### config.mk
export PLATFORM = sky130hd
export DESIGN_NAME = nfsa_merge
export DESIGN_NICKNAME = d
export VERILOG_FILES = /design/src/nfsa_pkg.sv /design/src/nfsa_merge.sv
export SDC_FILE = /design/constraint.sdc
export NUM_CORES = 1
export LEC_CHECK = 0
export ABC_CLOCK_PERIOD_IN_PS = 2400
export BUFFER_PORTS_ARGS = -buffer_cell sky130_fd_sc_hd__buf_2
export CAP_MARGIN = 30
export CORE_AREA = 4 4 227 229
export DETAILED_ROUTE_END_ITERATION = 8
export DIE_AREA = 0 0 231 233
export GPL_TIMING_DRIVEN = 1
export PLACE_DENSITY = 0.3
export SLEW_MARGIN = 5
export SYNTH_ARGS = -nofsm -noshare
export SYNTH_HDL_FRONTEND = slang
export SYNTH_SLANG_ARGS = --single-unit
export TNS_END_PERCENT = 20
### constraint.sdc
create_clock -name vclk -period 2.4
set_input_delay 0.48 -clock vclk [all_inputs]
set_output_delay 0.48 -clock vclk [all_outputs]
set_load 0.02 [all_outputs]
### src/nfsa_pkg.sv
// ----------------------------------------------------------------------------
// nfsa_pkg
// shared types and constants of the neighbor force scatter-accumulate block
// ----------------------------------------------------------------------------
package nfsa_pkg;

  localparam int MAX_ATOMS_DEF = 1024;
  localparam int ACC_WIDTH_DEF = 48;

  localparam int AXES      = 3;
  localparam int INDEX_W   = 10;
  localparam int CONTRIB_W = 32;
  localparam int FORCE_W   = 48;
  localparam int CFG_W     = 11;

  localparam int IN_TDATA_W  = 112;
  localparam int OUT_TDATA_W = AXES * FORCE_W;

  localparam logic [CFG_W-1:0] ATOMS_RESET = 11'd1024;

  localparam logic CMD_ACCUM = 1'b0;
  localparam logic CMD_READ  = 1'b1;

  typedef enum logic [1:0] {
    ST_CLEAR,
    ST_IDLE,
    ST_MODIFY
  } state_t;

  // decode of the held item, handed to the merge stage
  typedef struct packed {
    logic read;
    logic in_range;
    logic skip;
  } ctrl_t;

endpackage

### src/nfsa_merge.sv
// ----------------------------------------------------------------------------
// nfsa_merge
// combines the lane results into the write-back record and the result item
// ----------------------------------------------------------------------------
module nfsa_merge #(
  parameter int ACC_WIDTH = nfsa_pkg::ACC_WIDTH_DEF
) (
  input  nfsa_pkg::ctrl_t                                          ctrl,
  input  logic                                                     old_mark,
  input  logic [nfsa_pkg::AXES-1:0]                                lane_sat,
  input  logic [nfsa_pkg::AXES-1:0][ACC_WIDTH-1:0]                 lane_sum,
  input  logic [nfsa_pkg::AXES-1:0][nfsa_pkg::FORCE_W-1:0]         lane_force,
  output logic                                                     wr_en,
  output logic [nfsa_pkg::AXES*ACC_WIDTH:0]                        wr_data,
  output logic [nfsa_pkg::OUT_TDATA_W-1:0]                         res_data,
  output logic                                                     res_sat
);

  always_comb begin
    if (ctrl.read) begin
      wr_en    = ctrl.in_range;
      wr_data  = '0;
      res_data = ctrl.in_range ? lane_force : '0;
      res_sat  = ctrl.in_range & old_mark;
    end else begin
      wr_en    = !ctrl.skip;
      wr_data  = {old_mark | (|lane_sat), lane_sum};
      res_data = '0;
      res_sat  = 1'b0;
    end
  end

endmodule

==> results.txt <==
----------------------------------------------------
[Flow run]
  Max-cap violations ... 0

[Critical path]
  Maximum fanout encountered on the critical timing path ... 37
  Crit path buf inv count ... 4
  Largest delay share family, worst path ... buffers and inverters
  Required @ worst endpoint ... 1920 ps
  Slowest CP cell ... sky130_fd_sc_hd__buf_12
  CP startpoint kind ... input port
  Worst path max stage delay ... 210 ps
  CP Class ... in -> out
  Data arrival time of the critical path ... 1470 ps
  Cell-by-cell listing of the critical path ... buf_6, buf_12, buf_12, and3_1, buf_2
  Endpoint type of the worst setup path ... primary output
  Most used cell along the critical path ... sky130_fd_sc_hd__buf_12

[Placement]
  Placement Setup Slack ... 418 ps
  Placed instance area ... 5890 µm²
  Estimated wirelength of the detail-placed design ... 16900 µm
  Post-Place Cells ... 1574
  Quantity of I/O buffers inserted on ports ... 586
  Placer congestion estimate ... 0.804

[Global routing]
  Antenna violations before repair ... 2
  Total overflow reported by the global router ... 0
  Vias in the first global route ... 4384
  GRT Total Usage ... 5.75%
  First-pass GRT wire length ... 24600 µm
  Largest net degree at the start of global routing ... 109

[Drt]
  Initial DRT Pass Iterations ... 4
  Remaining routing DRC violations ... 0
  Via-to-Cell Ratio ... 2.92
  Final antenna-violating net count ... 0
  Final WL ... 19000 µm
  Routed wire length per instance ... 12.1 µm
  1st-iter DRT viols ... 114
  Vias after detailed routing ... 4592

[Power]
  Worst-case vdd ir drop ... 0.0554 mV
  Total power divided by cell area ... 182 nW/µm²
  Lkg Pwr ... 3.90 nW

[Final layout]
  Final non-filler cell total ... 1575
  Num sequential ... 0
  Number of fill cells ... 5877
  Number of nets in the finished design ... 1199
  Share of cells above drive strength 1 ... 67.5%
  Final design instance area without fill ... 5890 µm²
  Seq. cell area ... 0 µm²
  Area added between synthesis and finish ... 187%
  Highest-count cells in the layout ignoring fill and taps ... sky130_fd_sc_hd__buf_2 (584), sky130_fd_sc_hd__and3_1 (145), sky130_fd_sc_hd__nor2b_1 (144)
  Clock buffer cells ... 0
  Most frequent standard cell in the layout excluding fill and tap cells ... sky130_fd_sc_hd__buf_2

[Clock network]
  Post-CTS Resized ... 0
  Post-CTS repair timing setup buffer count ... 0
  CTS hold repair buffers ... 0

[Floorplan]
  Top-level I/O count ... 586
  Horiz. Die Dim ... 231 µm
  Total die area ... 53800 µm²
  Number of rows created at floorplan ... 82
  Die Height ... 233 µm
  Initial cell density of the core ... 4.13%
  Std-Cell Core Area ... 49700 µm²

[Synthesis]
  Post-synthesis instance area ... 2050 µm²
  Synthesized area per cell ... 6.02 µm²
  Fraction of the yosys area taken by sequential cells ... 0%
  Number of instances in the synthesized netlist ... 341
  Post-synth net total ... 636
  Unique masters post-synth ... 9
  Number of warnings reported in the yosys synthesis log ... 0

[Timing]
  Worst path setup slack after routing ... 448 ps
  Total of endpoints with negative setup slack in the final report ... 0
  Worst-case hold slack ... 1290 ps
  Headroom to the max-slew limit ... 75.8%
  Maximum frequency from static timing analysis ... 0.512 GHz
  Post-Route Setup TNS ... 0 ps
  Count of endpoints failing hold in the final timing report ... 0
  Fin. max-slew vios ... 0
  Unrepaired setup endpoints after global routing ... false
  Final critical path time including I/O delays and setup ... 1950 ps
  Tightest Pin Transition ... 363 ps
  Fin crit share ... 81.3%

[Worst hold path]
  Hold Crit Class ... in -> out

[Outcome]
  Result of the run ... complete, no violations

----------------------------------------------------
[tightest hold or removal path: stages]
cell and delay, ps:
sky130_fd_sc_hd__buf_2 70, sky130_fd_sc_hd__nor2b_1 100, sky130_fd_sc_hd__buf_2 160
[per-layer routing]
layer  global-route usage (%)  routed length (µm)
met5                        0                   7
met4                    0.301                  96
met3                     1.46                2260
met1                     5.60                5990
met2                     12.4               10700
[layout make-up]
type | instances | area, µm² | area share, %
timing repair buffer | 609 | 3210 | 54.6
multi-input combinational | 292 | 1830 | 31.0
tap | 672 | 841 | 14.3
inverter | 1 | 3.75 | 0.0637
antenna | 1 | 2.50 | 0.0425
[per-stage QoR]
step	util (%)	power, mW
3_5_place_dp	11.9	1.08
2_1_floorplan	-	0.544
6_report	11.9	1.07
4_1_cts	11.9	1.09
5_1_grt	11.9	1.15
3_3_place_gp	11.9	1.10
[logic make-up after synthesis]
logic type | synth area share, %
mux | 0.488
simple gates | 88.5
buf+inv | 11.0
[report_power, final]
| part | switching [mW] | internal (mW) | leakage (nW) |
|---|---|---|---|
| logic | 0.605 | 0.465 | 3.90 |
| clock network | 0 | 0.0000000557 | 0.00000634 |
| registers | 0 | 0 | 0 |
| total | 0.605 | 0.465 | 3.90 |
[worst paths after layout]
| kind | from | end | slack [ps] | depth (start not counted) |
|---|---|---|---|---|
| setup / recovery | ctrl[2] | res_data[22] | 450 | 5 |
| hold / removal | lane_sum[92] | wr_data[92] | 1290 | 3 |
[synth_stat cells (all sizes together)]
| master | count | area, µm² |
|---|---|---|
| and3 | 145 | 907 |
| nor4 | 1 | 6.26 |
| nor2b | 144 | 901 |
| mux2i | 1 | 10.0 |
| buf | 31 | 158 |
| inv | 1 | 3.75 |
| nor2 | 1 | 3.75 |
| clkbuf | 17 | 63.8 |
No activity file was read; power rests on OpenSTA's default activity.
