## config.mk

```make
export PLATFORM = sky130hd
export DESIGN_NAME = nfsa_lane
export DESIGN_NICKNAME = d
export VERILOG_FILES = /design/src/nfsa_pkg.sv /design/src/nfsa_lane.sv
export SDC_FILE = /design/constraint.sdc
export NUM_CORES = 1
export LEC_CHECK = 0
export BUFFER_PORTS_ARGS = -buffer_cell sky130_fd_sc_hd__buf_2
export CAP_MARGIN = 20
export CORE_AREA = 4 4 108 110
export DETAILED_ROUTE_END_ITERATION = 16
export DIE_AREA = 0 0 112 114
export PLACE_DENSITY_LB_ADDON = 0.1
export SYNTH_ARGS = -nofsm -noshare
export SYNTH_HDL_FRONTEND = slang
export SYNTH_SLANG_ARGS = --single-unit
```

## constraint.sdc

```tcl
create_clock -name vclk -period 2.3
set_input_delay 0 -clock vclk [all_inputs]
set_output_delay 0 -clock vclk [all_outputs]
set_load 0.1 [all_outputs]
```

## src/nfsa_pkg.sv

```systemverilog
// ----------------------------------------------------------------------------
// nfsa_pkg
// shared types and constants of the neighbor force scatter-accumulate block
// ----------------------------------------------------------------------------
package nfsa_pkg;

  localparam int MAX_ATOMS_DEF = 1024;
  localparam int ACC_WIDTH_DEF = 48;

  localparam int AXES      = 3;
  localparam int INDEX_W   = 10;
  localparam int CONTRIB_W = 32;
  localparam int FORCE_W   = 48;
  localparam int CFG_W     = 11;

  localparam int IN_TDATA_W  = 112;
  localparam int OUT_TDATA_W = AXES * FORCE_W;

  localparam logic [CFG_W-1:0] ATOMS_RESET = 11'd1024;

  localparam logic CMD_ACCUM = 1'b0;
  localparam logic CMD_READ  = 1'b1;

  typedef enum logic [1:0] {
    ST_CLEAR,
    ST_IDLE,
    ST_MODIFY
  } state_t;

  // decode of the held item, handed to the merge stage
  typedef struct packed {
    logic read;
    logic in_range;
    logic skip;
  } ctrl_t;

endpackage

```

## src/nfsa_lane.sv

```systemverilog
// ----------------------------------------------------------------------------
// nfsa_lane
// one axis: saturating add of a contribution and clamp of the old value
// ----------------------------------------------------------------------------
module nfsa_lane #(
  parameter int ACC_WIDTH = nfsa_pkg::ACC_WIDTH_DEF
) (
  input  logic signed [ACC_WIDTH-1:0]          acc,
  input  logic signed [nfsa_pkg::CONTRIB_W-1:0] contrib,
  output logic signed [ACC_WIDTH-1:0]          sum,
  output logic                                 sat,
  output logic signed [nfsa_pkg::FORCE_W-1:0]  force_val
);

  localparam logic signed [ACC_WIDTH-1:0] ACC_MAX = {1'b0, {(ACC_WIDTH-1){1'b1}}};
  localparam logic signed [ACC_WIDTH-1:0] ACC_MIN = {1'b1, {(ACC_WIDTH-1){1'b0}}};

  logic signed [ACC_WIDTH:0] raw;

  always_comb begin
    raw = (ACC_WIDTH+1)'(acc) + (ACC_WIDTH+1)'(contrib);
    sat = raw[ACC_WIDTH] != raw[ACC_WIDTH-1];
    if (sat) begin
      sum = raw[ACC_WIDTH] ? ACC_MIN : ACC_MAX;
    end else begin
      sum = raw[ACC_WIDTH-1:0];
    end
  end

  // clamp into the force field range when the accumulator is wider
  if (ACC_WIDTH > nfsa_pkg::FORCE_W) begin : g_clamp
    logic [ACC_WIDTH-nfsa_pkg::FORCE_W:0] top;
    always_comb begin
      top = acc[ACC_WIDTH-1:nfsa_pkg::FORCE_W-1];
      if ((&top) || !(|top)) begin
        force_val = acc[nfsa_pkg::FORCE_W-1:0];
      end else if (acc[ACC_WIDTH-1]) begin
        force_val = {1'b1, {(nfsa_pkg::FORCE_W-1){1'b0}}};
      end else begin
        force_val = {1'b0, {(nfsa_pkg::FORCE_W-1){1'b1}}};
      end
    end
  end else begin : g_extend
    assign force_val = nfsa_pkg::FORCE_W'(acc);
  end

endmodule

```

==> metrics.md <==
| Metric | Value |
|---|---|
| Outcome | complete, but fails checks |
| Failing checks | negative setup slack |
| Non-filler cells in the finished layout | 999 |
| Seq/Total Area, Yosys | 0 |
| Slowest-stage cell, CP | a2111oi_4 |
| Ant diodes | 0 |
| Hold crit path type | in -> out |
| Crit path DAT | 2860 ps |
| GR Layer Usage met3 | 0.0138 |
| Core Util, Final | 0.749 |
| Clock Power Share | 0 |
| Seq cells | 0 |
| Yosys top cell by area | ha_1 |
| Syn_area_per_cell | around 7 um^2 |
| Max-cap violations | 0 |
| Avg WL per Cell | about 16 um |
| Synth Instances | 529 |
| GRT met2 Usage | 0.479 |
| Routability Congestion | 0.892 |
| RSZ-0062 raised after global routing | true |
| Hpwl dp | about 12 mm |
| Area fraction of the dominant cell type after synthesis | 0.164 |
| Vias per cell | 5.14 |
| Max Fclk | between 0.3 and 0.4 GHz |
| Register area | 0 um^2 |
| Setup violators final | 49 |
| Commonest non-fill, non-tap cell in the layout | buf_4 |
| Comb pwr share | 1.000 |
| GR Util All Layers | 0.240 |
| Sequential Power Share | 0 |
| Critical path depth | 15 |
| P per Cell Area | 818 nW/um^2 |
| CP Capture Point | sum[18] |
| CP Launch Point | acc[12] |
| YS warnings | 0 |
| Met1 Usage GRT | 0.283 |
| Pint | 0.00256 W |
| Clock buffer cells | 0 |
| VDD IR max | 0.000592 V |
| Die X | 112 um |
| Port buffer count | 177 |
| Distinct cell type count after synthesis | 56 |
| Core Region | 10700 um^2 |
| CP Capture Type | output port |
| Initial antenna violation count | 0 |
| Final Hold Viols | 0 |
| Die ar. | 12800 um^2 |
| Fin area | approximately 8000 um^2 |
| Tmin final | 2860 ps |
| Post-route DRC | 0 |
| Top delay family on crit path | compound AO/OA/AOI/OAI gates |
| Net Switching | around 0.0040 W |
| Largest net degree at the start of global routing | 12 |
| Critical path buffers and inverters | 4 |
| Nets@finish | a little under 1000 |
| Vias | 5138 |
| Routed WL | 16.2 mm |
| Cell Count Post-Placement | roughly 960 |
| Max Slew Vio Count | 0 |
| Gr busiest metal | met2 |
| DRT Pass-1 Iters | 4 |
| Final worst slack | -561 ps |
| CP Class | in -> out |
| Slew headroom | 0.666 |
| Mapped cell area | 3670 um^2 |
| Worst path max stage delay | ~380 ps |
| CP max FO | 5 |
| Worst-Margin Slew | 504 ps |
| Initial Util | 0.343 |
| CP Launch Type | input pin |
| Vias in the first global route | ~5400 |
| Worst EP required | about 2300 ps |
| Lkg Pwr | 3.67 nW |
| Synth area leaders | ha_1 16%, buf_4 10%, a21oi_1 9.0%, o21ai_2 7.2%, xnor2_1 6.0% |
| Tot Pwr | 0.00656 W |
| Sw Share | 0.610 |
| Boundary Pins | 177 |
| Die height | 114 um |
| Area Overhead vs Synth | 119% |
| Post-DRT Antenna Nets | 0 |
| Final worst path period share | 1.24 |
| Most frequent cells in the layout | 192 x buf_4, 120 x buf_2, 61 x buf_12 |
| Area after DPL | 6840 um^2 |
| Grt ovf | 0 |
| Number of core rows | 38 |
| Crit-path cells | buf_8, ha_4, o21a_1, o21bai_4, a211o_1, a2111oi_4, o21ai_4, a31oi_4, a31oi_4, xnor2_4, nor2_4, buf_6, buf_12, o21ai_4, buf_12 |
| Synth Net Count | 658 |
| Share of post-route cells with drive strength above 1 | 0.629 |
| Drt initial violations | 180 |
| Setup TNS | -23020 ps |
| First-pass GRT wire length | 25.9 mm |
cell families after synthesis:
logic type | after synthesis | synth area share
AO/OA/AOI/OAI | 215 | 0.392
AND/OR/NAND/NOR | 131 | 0.165
buffers and inverters | 85 | 0.151
adder cells (fa/ha/maj) | 51 | 0.175
XOR/XNOR | 47 | 0.117
worst min-delay path by stage:
stage	cells after the start	slack [ps]	startpoint	to
after global routing	2	380	acc[14]	force_val[14]
after detailed placement	2	390	acc[23]	force_val[23]
after global placement	2	390	acc[39]	force_val[39]
after floorplan	1	210	acc[0]	force_val[0]
after CTS	2	380	acc[11]	force_val[11]
final	2	380	acc[11]	force_val[11]
synthesized netlist by cell type (all sizes together) (2+ instances only):
cell type  number
o31ai           2
inv            15
nor2           32
o211ai          5
nor4            2
a31oi          11
a211oi          4
nand2          51
a221oi          2
nor3            9
xor2           21
maj3            2
nor2b           4
nand2b          2
buf            60
o21ai          77
or3             5
nand4          10
and3            3
a21oi          67
o21bai         11
and2            2
clkbuf         10
nand3           9
a21o           16
o21a            5
xnor2          26
a211o           2
ha             48
metal layers:
metal / share of wire / up-vias
met4: 0.017 / 0
met2: 0.54 / 145
met1: 0.41 / 2419
li1: - / 2552
met5: 0 / -
met3: 0.037 / 22
timing repair:
action,in CTS,in global routing
pin swaps,49,19
hold buffers,0,0
cloned,7,0
resized for setup,120,38
setup buffers,33,8
endpoints found under the setup margin,49,49
hold endpoints to repair,0,0
area by class of cell:
class              instances  area [um^2]
inverters                 15         58.8
multi-input cells        444         4120
repair buffers           400         3660
well taps                140          175
fillers                  822         2680
power by group through the flow:
| stage | Combinational [W] | Clock (W) | Sequential (W) |
|---|---|---|---|
| 5_1_grt | 0.00678 | 0 | 0 |
| 3_3_place_gp | 0.00590 | 0 | 0 |
| 6_report | 0.00656 | 0 | 0 |
| 3_5_place_dp | 0.00594 | 0 | 0 |
| 4_1_cts | 0.00650 | 0 | 0 |
| 2_1_floorplan | 0.00393 | 0 | 0 |
through the flow:
stage	setup WS, ps	hold WS, ps
after floorplan	-603	212
after global placement	-711	387
after detailed placement	-726	387
after CTS	-535	382
after global routing	-626	384
final	-561	380
Power figures use the tool's default switching activity.
