**config.mk**
```make
export PLATFORM = sky130hd
export DESIGN_NAME = nfsa_ram
export DESIGN_NICKNAME = d
export VERILOG_FILES = /design/src/nfsa_ram.sv
export SDC_FILE = /design/constraint.sdc
export NUM_CORES = 1
export LEC_CHECK = 0
export BUFFER_PORTS_ARGS = -buffer_cell sky130_fd_sc_hd__buf_2
export CORE_ASPECT_RATIO = 0.5
export CORE_MARGIN = 8
export CORE_UTILIZATION = 54
export DETAILED_ROUTE_END_ITERATION = 12
export PLACE_DENSITY = 0.74
export SLEW_MARGIN = 20
export SYNTH_ARGS = -nofsm -noshare
export SYNTH_HDL_FRONTEND = slang
export SYNTH_SLANG_ARGS = --single-unit
```
**constraint.sdc**
```tcl
create_clock -name clk -period 1.75 [get_ports clk]
set_input_delay 0.175 -clock clk [delete_from_list [all_inputs] [get_ports clk]]
set_output_delay 0.175 -clock clk [all_outputs]
set_load 0.01 [all_outputs]
```
**src/nfsa_ram.sv**
```systemverilog
// ----------------------------------------------------------------------------
// nfsa_ram
// simple dual-port ram, one write and one registered read port
// ----------------------------------------------------------------------------
module nfsa_ram #(
  parameter int WIDTH = 8,
  parameter int DEPTH = 16
) (
  input  logic                     clk,
  input  logic                     we,
  input  logic [$clog2(DEPTH)-1:0] waddr,
  input  logic [WIDTH-1:0]         wdata,
  input  logic                     re,
  input  logic [$clog2(DEPTH)-1:0] raddr,
  output logic [WIDTH-1:0]         rdata
);

  logic [WIDTH-1:0] mem [DEPTH];

  always_ff @(posedge clk) begin
    if (we) begin
      mem[waddr] <= wdata;
    end
    if (re) begin
      rdata <= mem[raddr];
    end
  end

endmodule

```
==> results.md, run 1 <==
* Power Density at 1160 nW/um^2
* Combinational cell fraction of total power at 5.0%
* Setup repair after global routing missed its margin: false
* Synth warn at 0
* # IOs at 27
* Via count of the first global-routing pass at 2573
* Static leakage at 0.00210 uW
* Wire length of the first global-routing pass at 15.2 mm
* Final design area excluding fillers at 6160 sq um
* Antenna violation net count after detailed routing at 0
* Switch Pwr at 1380 uW
* Effective utilization at floorplan at 55.5%
* Share of final-layout standard cells stronger than drive strength 1 at 30.5%
* Drt via density at 5.79
* Final clock period utilization by the worst path at 94.0%
* Crit start category: register
* Internal power summed over all cells at 5740 uW
* Synth-to-Final Area Change at 17.8%
* Synthesized instance count at 229
* GRT Residual Overflow at 0
* Number of nets in the finished design at 307
* Final total power at 7120 uW
* Buffers from clock root to sink, at most at 2
* Final setup fails at 0
* Number of hold-repair buffers added at the cts stage at 0
* Category of the worst setup path capture point: register
* Layout fillers at 596
* Core utilization of the finished layout at 65.4%
* Sequential element share of the synthesized area at 78.1%
* IO Port Bufs at 26
* Placed cells at 404
* Min-delay worst type: in2reg
* Post-Synthesis Cell Area at 5230 sq um
* GP Congestion at 0.765
* Yosys cell types at 18
* Number of clock buffers inserted by TritonCTS at 17
* Class of the most critical setup path: reg2reg
* Count of cells resized by post-cts repair at 0
* Residual DRC count at 0
* Register share of total power at 51.9%
* Net Count, Synth at 248
* Synth Register Bits at 136
* Max rail drop VDD at 0.776 mV
* Worst slew margin relative to its limit at 75.7%
* Initial antenna violation count at 0
* Root Driver: sky130_fd_sc_hd__clkbuf_16
* Die ar. at 13300 sq um
* Post-CTS clock slew at the launch and capture registers of the worst setup and hold paths at 0.05 ns
* Outcome: completed
* Post-synth top area share at 78.1%
* Iteration count of the initial detailed-routing pass at 5
* N_diodes at 0
* CTS tree: yes
* Clock insertion delay at the later pin of the skew report at 0.41 ns
* Final Hold Vio Count at 0
* Clk_skew at 0.00507 ns
* Chip Width at 155 microns
* Overall via count from detail_route at 2507
* Area used by multi-input combinational logic at 1060 sq um
* Cell accounting for the most synthesized area: sky130_fd_sc_hd__edfxtp_1
* Post-placement cell area at 5660 sq um
* Clock power share at 43.1%
* Chip Height at 85.6 microns
* Sequential standard cell area at 4080 sq um
* Area of the core at 9420 sq um
* Cell types with the largest area share after synthesis: sky130_fd_sc_hd__edfxtp_1, sky130_fd_sc_hd__mux4_2, sky130_fd_sc_hd__mux4_1
* Worst r2r path cells at 3
* Number of setup buffers added after CTS at 0
* Data arrival time of the critical path at 1.79 ns
* Tot GR Track Use at 16.0%
* Aggregate routed wire length at 10.1 mm
* FP Rows at 25
* First DRT Iteration DRCs at 263
* Non-filler instance count after layout at 433
* Worst path required time at 1.89 ns
* Htree depth at 4
* Max-capacitance violation count at 0
* Estimated wirelength of the detail-placed design at 6.49 mm
* Transition at the pin with the smallest max-transition slack at 0.364 ns
* Count of cells along the worst hold path at 1
* Final max-slew violation count at 0
* Post-layout min period at 1.65 ns
* Average cell area after synthesis at 22.8 sq um
* WL per Instance at 23.4 microns
* Largest net degree at the start of global routing at 33
* Clk sinks at 136
* Worst-path maximum fanout at 1
* Switching part of the total at 19.4%
* Max frequency at 608 MHz
==> Yosys cell counts, drive strengths merged <==
library cell   number
edfxtp            136
mux4               32
a22oi              16
nor2               13
nand2               9
buf                 7
nor3                4
clkdlybuf4s25       3
nand2b              2
nand3b              2
and2                1
and2b               1
nand3               1
nor2b               1
or3b                1
==> critical path, stage by stage (launching register included) <==
cell and delay (ns):
sky130_fd_sc_hd__edfxtp_1 0.37, sky130_fd_sc_hd__mux4_1 0.56, sky130_fd_sc_hd__a22oi_1 0.33, sky130_fd_sc_hd__nand2_1 0.12
==> worst paths after layout <==
path,slack [ns],to,start
max,0.10,rdata[2],mem[4][2]
min,0.14,rdata[1],re
max reg2reg,0.10,rdata[2],mem[4][2]
min reg2reg,0.75,rdata[3],mem[14][3]
==> sequential cells by signal, summed over array words and instances (netlist names) <==
register	cells
mem	128
rdata	8
==> routing by layer <==
metal | wire length, microns | global-route usage (%)
met2 | 4850 | 24.4
met5 | 0 | 0
met3 | 745 | 5.02
met1 | 4380 | 20.9
met4 | 163 | 7.15
==> placed cells by master, fill, tap and decap left out, types with 6 or more instances in the layout <==
| cell type | Yosys | final |
|---|---|---|
| sky130_fd_sc_hd__buf_2 | 3 | 26 |
| sky130_fd_sc_hd__a22oi_1 | 16 | 16 |
| sky130_fd_sc_hd__clkbuf_1 | 0 | 6 |
| sky130_fd_sc_hd__buf_4 | 1 | 21 |
| sky130_fd_sc_hd__edfxtp_1 | 136 | 136 |
| sky130_fd_sc_hd__clkbuf_16 | 0 | 17 |
| sky130_fd_sc_hd__nand2_1 | 9 | 9 |
| sky130_fd_sc_hd__nor2_1 | 13 | 13 |
| sky130_fd_sc_hd__mux4_1 | 14 | 14 |
| sky130_fd_sc_hd__mux4_2 | 18 | 18 |
==> power by group through the flow <==
| stage | combinational, uW | sequential (uW) | clock, uW |
|---|---|---|---|
| final | 359 | 3690 | 3070 |
| after global routing | 385 | 3700 | 3210 |
| after CTS | 359 | 3700 | 3090 |
| after detailed placement | 354 | 3760 | 0 |
| after global placement | 343 | 3750 | 0 |
| after floorplan | 185 | 3760 | 0 |
==> logic make-up after synthesis <==
kind of cell    share of synthesized area [%]
buf+inv                                  1.65
flops                                    78.1
simple gates                             3.14
compound gates                           2.30
mux                                      14.8
==> stage by stage <==
step	TNS (ns)	hold slack (ns)	setup WS (ns)
6_report	0	0.144	0.104
5_1_grt	0	0.141	0.0771
4_1_cts	0	0.132	0.165
3_5_place_dp	0	0.559	0.00588
3_3_place_gp	-0.00555	0.553	-0.00555
2_1_floorplan	0	0.274	0.0821
==> area by class of cell <==
type	count	area share, %
Multi-Input combinational cell	83	17.2
Clock buffer	23	7.27
Timing Repair Buffer	50	5.65
Clock inverter	6	0.873
Sequential cell	136	66.3
Tap cell	135	2.74
No activity file was read; power rests on OpenSTA's default activity.
==> run 2, diff against run 1 <==
BUFFER_PORTS_ARGS = -buffer_cell sky130_fd_sc_hd__buf_4   (was -buffer_cell sky130_fd_sc_hd__buf_2)
==> run 2 against run 1 <==
Net effect: final area is 2.4% higher; count of clock-buffer cells in the layout is 3 lower; fmax is 3.0% higher; worst setup slack better by 0.048 ns.
==> results.md, run 2 (synthesis gave the netlist of run 1 again) <==
* Outcome: completed
* Max rail drop VDD at 0.666 mV (-14%)
* GP Congestion at 0.806 (+5.3%)
* Most common library cell in the layout ignoring fill and taps: sky130_fd_sc_hd__edfxtp_1
* Switch Pwr at 1460 uW (+5.1%)
* Effective utilization at floorplan at 55.5% (unchanged)
* Max-capacitance violation count at 0 (unchanged)
* FP Rows at 25 (unchanged)
* Final Worst Setup Slack at 0.153 ns (+0.0484 ns)
* Antenna violation net count after detailed routing at 0 (unchanged)
* Leading cell types in the layout, fill and taps excluded: sky130_fd_sc_hd__edfxtp_1, sky130_fd_sc_hd__buf_4, sky130_fd_sc_hd__mux4_2, sky130_fd_sc_hd__clkbuf_16, sky130_fd_sc_hd__a22oi_1
* Final max-slew violation count at 0 (unchanged)
* Switching part of the total at 19.0% (-0.43 points)
* Ordered cell list for the critical path: mux4_1 > a22oi_1 > nand2_1
* Estimated wirelength of the detail-placed design at 6.55 mm (+0.81%)
* Wire length of the first global-routing pass at 15.5 mm (+2.5%)
* Clk sinks at 136 (unchanged)
* Largest net degree at the start of global routing at 24 (-27%)
* Worst path required time at 1.90 ns (about the same)
* GRT Residual Overflow at 0 (unchanged)
* Clock insertion delay at the later pin of the skew report at 0.41 ns (about the same)
* Top layer reached by signal wires: met4
* # IOs at 27 (unchanged)
* Chip Height at 85.6 microns (unchanged)
* IO Port Bufs at 26 (unchanged)
* CTS tree: yes
* Number of clock buffers inserted by TritonCTS at 17 (unchanged)
* Category of the worst setup path capture point: register
* Aggregate routed wire length at 10.6 mm (+4.7%)
* Chip Width at 155 microns (unchanged)
* Final setup fails at 0 (unchanged)
* WL per Instance at 24.4 microns (+4.2%)
* Data arrival time of the critical path at 1.75 ns (-0.04 ns)
* Transition at the pin with the smallest max-transition slack at 0.408 ns (+0.0433 ns)
* Static leakage at 0.00216 uW (+3.0%)
* Final Hold Vio Count at 0 (unchanged)
* Clock power share at 46.7% (+3.6 points)
* Via count of the first global-routing pass at 2592 (+0.74%)
* Slowest cell on the critical path: sky130_fd_sc_hd__mux4_1
* Non-filler instance count after layout at 435 (+0.46%)
* Total negative slack for setup checks at 0 ns (unchanged)
* Place WS at -0.0989 ns (-0.105 ns)
* Tot GR Track Use at 16.9% (+0.91 points)
* Combinational cell fraction of total power at 5.0% (about the same)
* Die ar. at 13300 sq um (unchanged)
* Post-layout min period at 1.60 ns (-0.0484 ns)
* Synth-to-Final Area Change at 20.7%
* Number of nets in the finished design at 306 (-0.33%)
* Met3 wire length at 816 microns (+9.5%)
* Routed wl met2 at 5.02 mm (+3.6%)
* First DRT Iteration DRCs at 256 (-2.7%)
* Worst slew margin relative to its limit at 72.8% (-2.9 points)
* Clk_skew at 0.00539 ns (+0.000314 ns)
* N_diodes at 0 (unchanged)
* Crit start category: register
* Buffers from clock root to sink, at most at 2 (unchanged)
* Largest registers: mem: 128 flops, rdata: 8 flops
* Initial antenna violation count at 0 (unchanged)
* Delay of the slowest critical-path stage at 0.52 ns (-0.04 ns)
* Area of the core at 9420 sq um (unchanged)
* Final clock period utilization by the worst path at 91.3% (-2.8 points)
* Detailed-route wire length on metal 1 at 4.57 mm (+4.4%)
* Layout fillers at 558 (-6.4%)
* Max FFs per register at 128 (unchanged)
* Sequential standard cell area at 4080 sq um (unchanged)
* Root Driver: sky130_fd_sc_hd__clkbuf_16
* Worst-path maximum fanout at 1 (unchanged)
* Overall via count from detail_route at 2565 (+2.3%)
* Min-delay worst type: in2reg
* Post-CTS clock slew at the launch and capture registers of the worst setup and hold paths at 0.05 ns (about the same)
* Area used by multi-input combinational logic at 1060 sq um (unchanged)
* Internal power summed over all cells at 6200 uW (+8.0%)
* Register share of total power at 48.3% (-3.6 points)
* Drt via density at 5.90 (+1.8%)
* Top reg by flops: mem
* Placed cells at 403 (-0.25%)
* Residual DRC count at 0 (unchanged)
* Number of setup buffers added after CTS at 0 (unchanged)
* Share of final-layout standard cells stronger than drive strength 1 at 31.3% (+0.80 points)
* Power Density at 1210 nW/um^2 (+4.9%)
* Htree depth at 4 (unchanged)
* Setup repair after global routing missed its margin: false
* Number of hold-repair buffers added at the cts stage at 0 (unchanged)
* Max frequency at 626 MHz (+3.0%)
* Iteration count of the initial detailed-routing pass at 4 (-1)
* Count of cells resized by post-cts repair at 0 (unchanged)
* Class of the most critical setup path: reg2reg
-- run 2: final cells by class --
cell class              count  share of cell area, %
repair buffers             49                   6.43
flip-flops and latches    136                   64.7
clock inverters            12                   2.48
clock buffers              20                   6.92
well taps                 135                   2.68
multi-input cells          83                   16.8
-- run 2: critical path: cells and delay by family (launching register included) --
kind               cells  cell delay, ns
and+or+nand+nor        1            0.12
DFF                    1            0.37
muxes                  1            0.52
AOI/OAI and AO/OA      1            0.33
-- run 2: power groups by stage --
| stage | clock network [uW] | registers (uW) | logic (uW) |
|---|---|---|---|
| 3_3_place_gp | 0 | 3750 | 364 |
| 5_1_grt | 3720 | 3700 | 403 |
| 2_1_floorplan | 0 | 3760 | 185 |
| 6_report | 3580 | 3690 | 381 |
| 3_5_place_dp | 0 | 3760 | 378 |
| 4_1_cts | 3610 | 3700 | 381 |
-- run 2: per-layer routing --
layer / GRT usage (%) / up-vias
met5: 0 / -
met4: 7.94 / 0
met3: 6.77 / 22
met2: 25.4 / 109
met1: 21.3 / 1335
li1: - / 1099
-- run 2: worst paths after layout --
check / startpoint / end / slack [ns] / cells past startpoint
min reg2reg: mem[15][6] / rdata[6] / 0.76 / 3
max: mem[9][2] / rdata[2] / 0.15 / 3
max reg2reg: mem[9][2] / rdata[2] / 0.15 / 3
min: wdata[5] / mem[4][5] / 0.07 / 1
-- run 2: through the flow --
stage	hold WS [ns]	power, uW	area, sq um	util, %
global placement	0.470	4120	5720	60.7
detailed placement	0.492	4140	5720	60.7
floorplan	0.274	3950	5230	-
global route	0.0635	7830	6310	67.0
finish	0.0743	7650	6310	67.0
CTS	0.0556	7680	6310	67.0
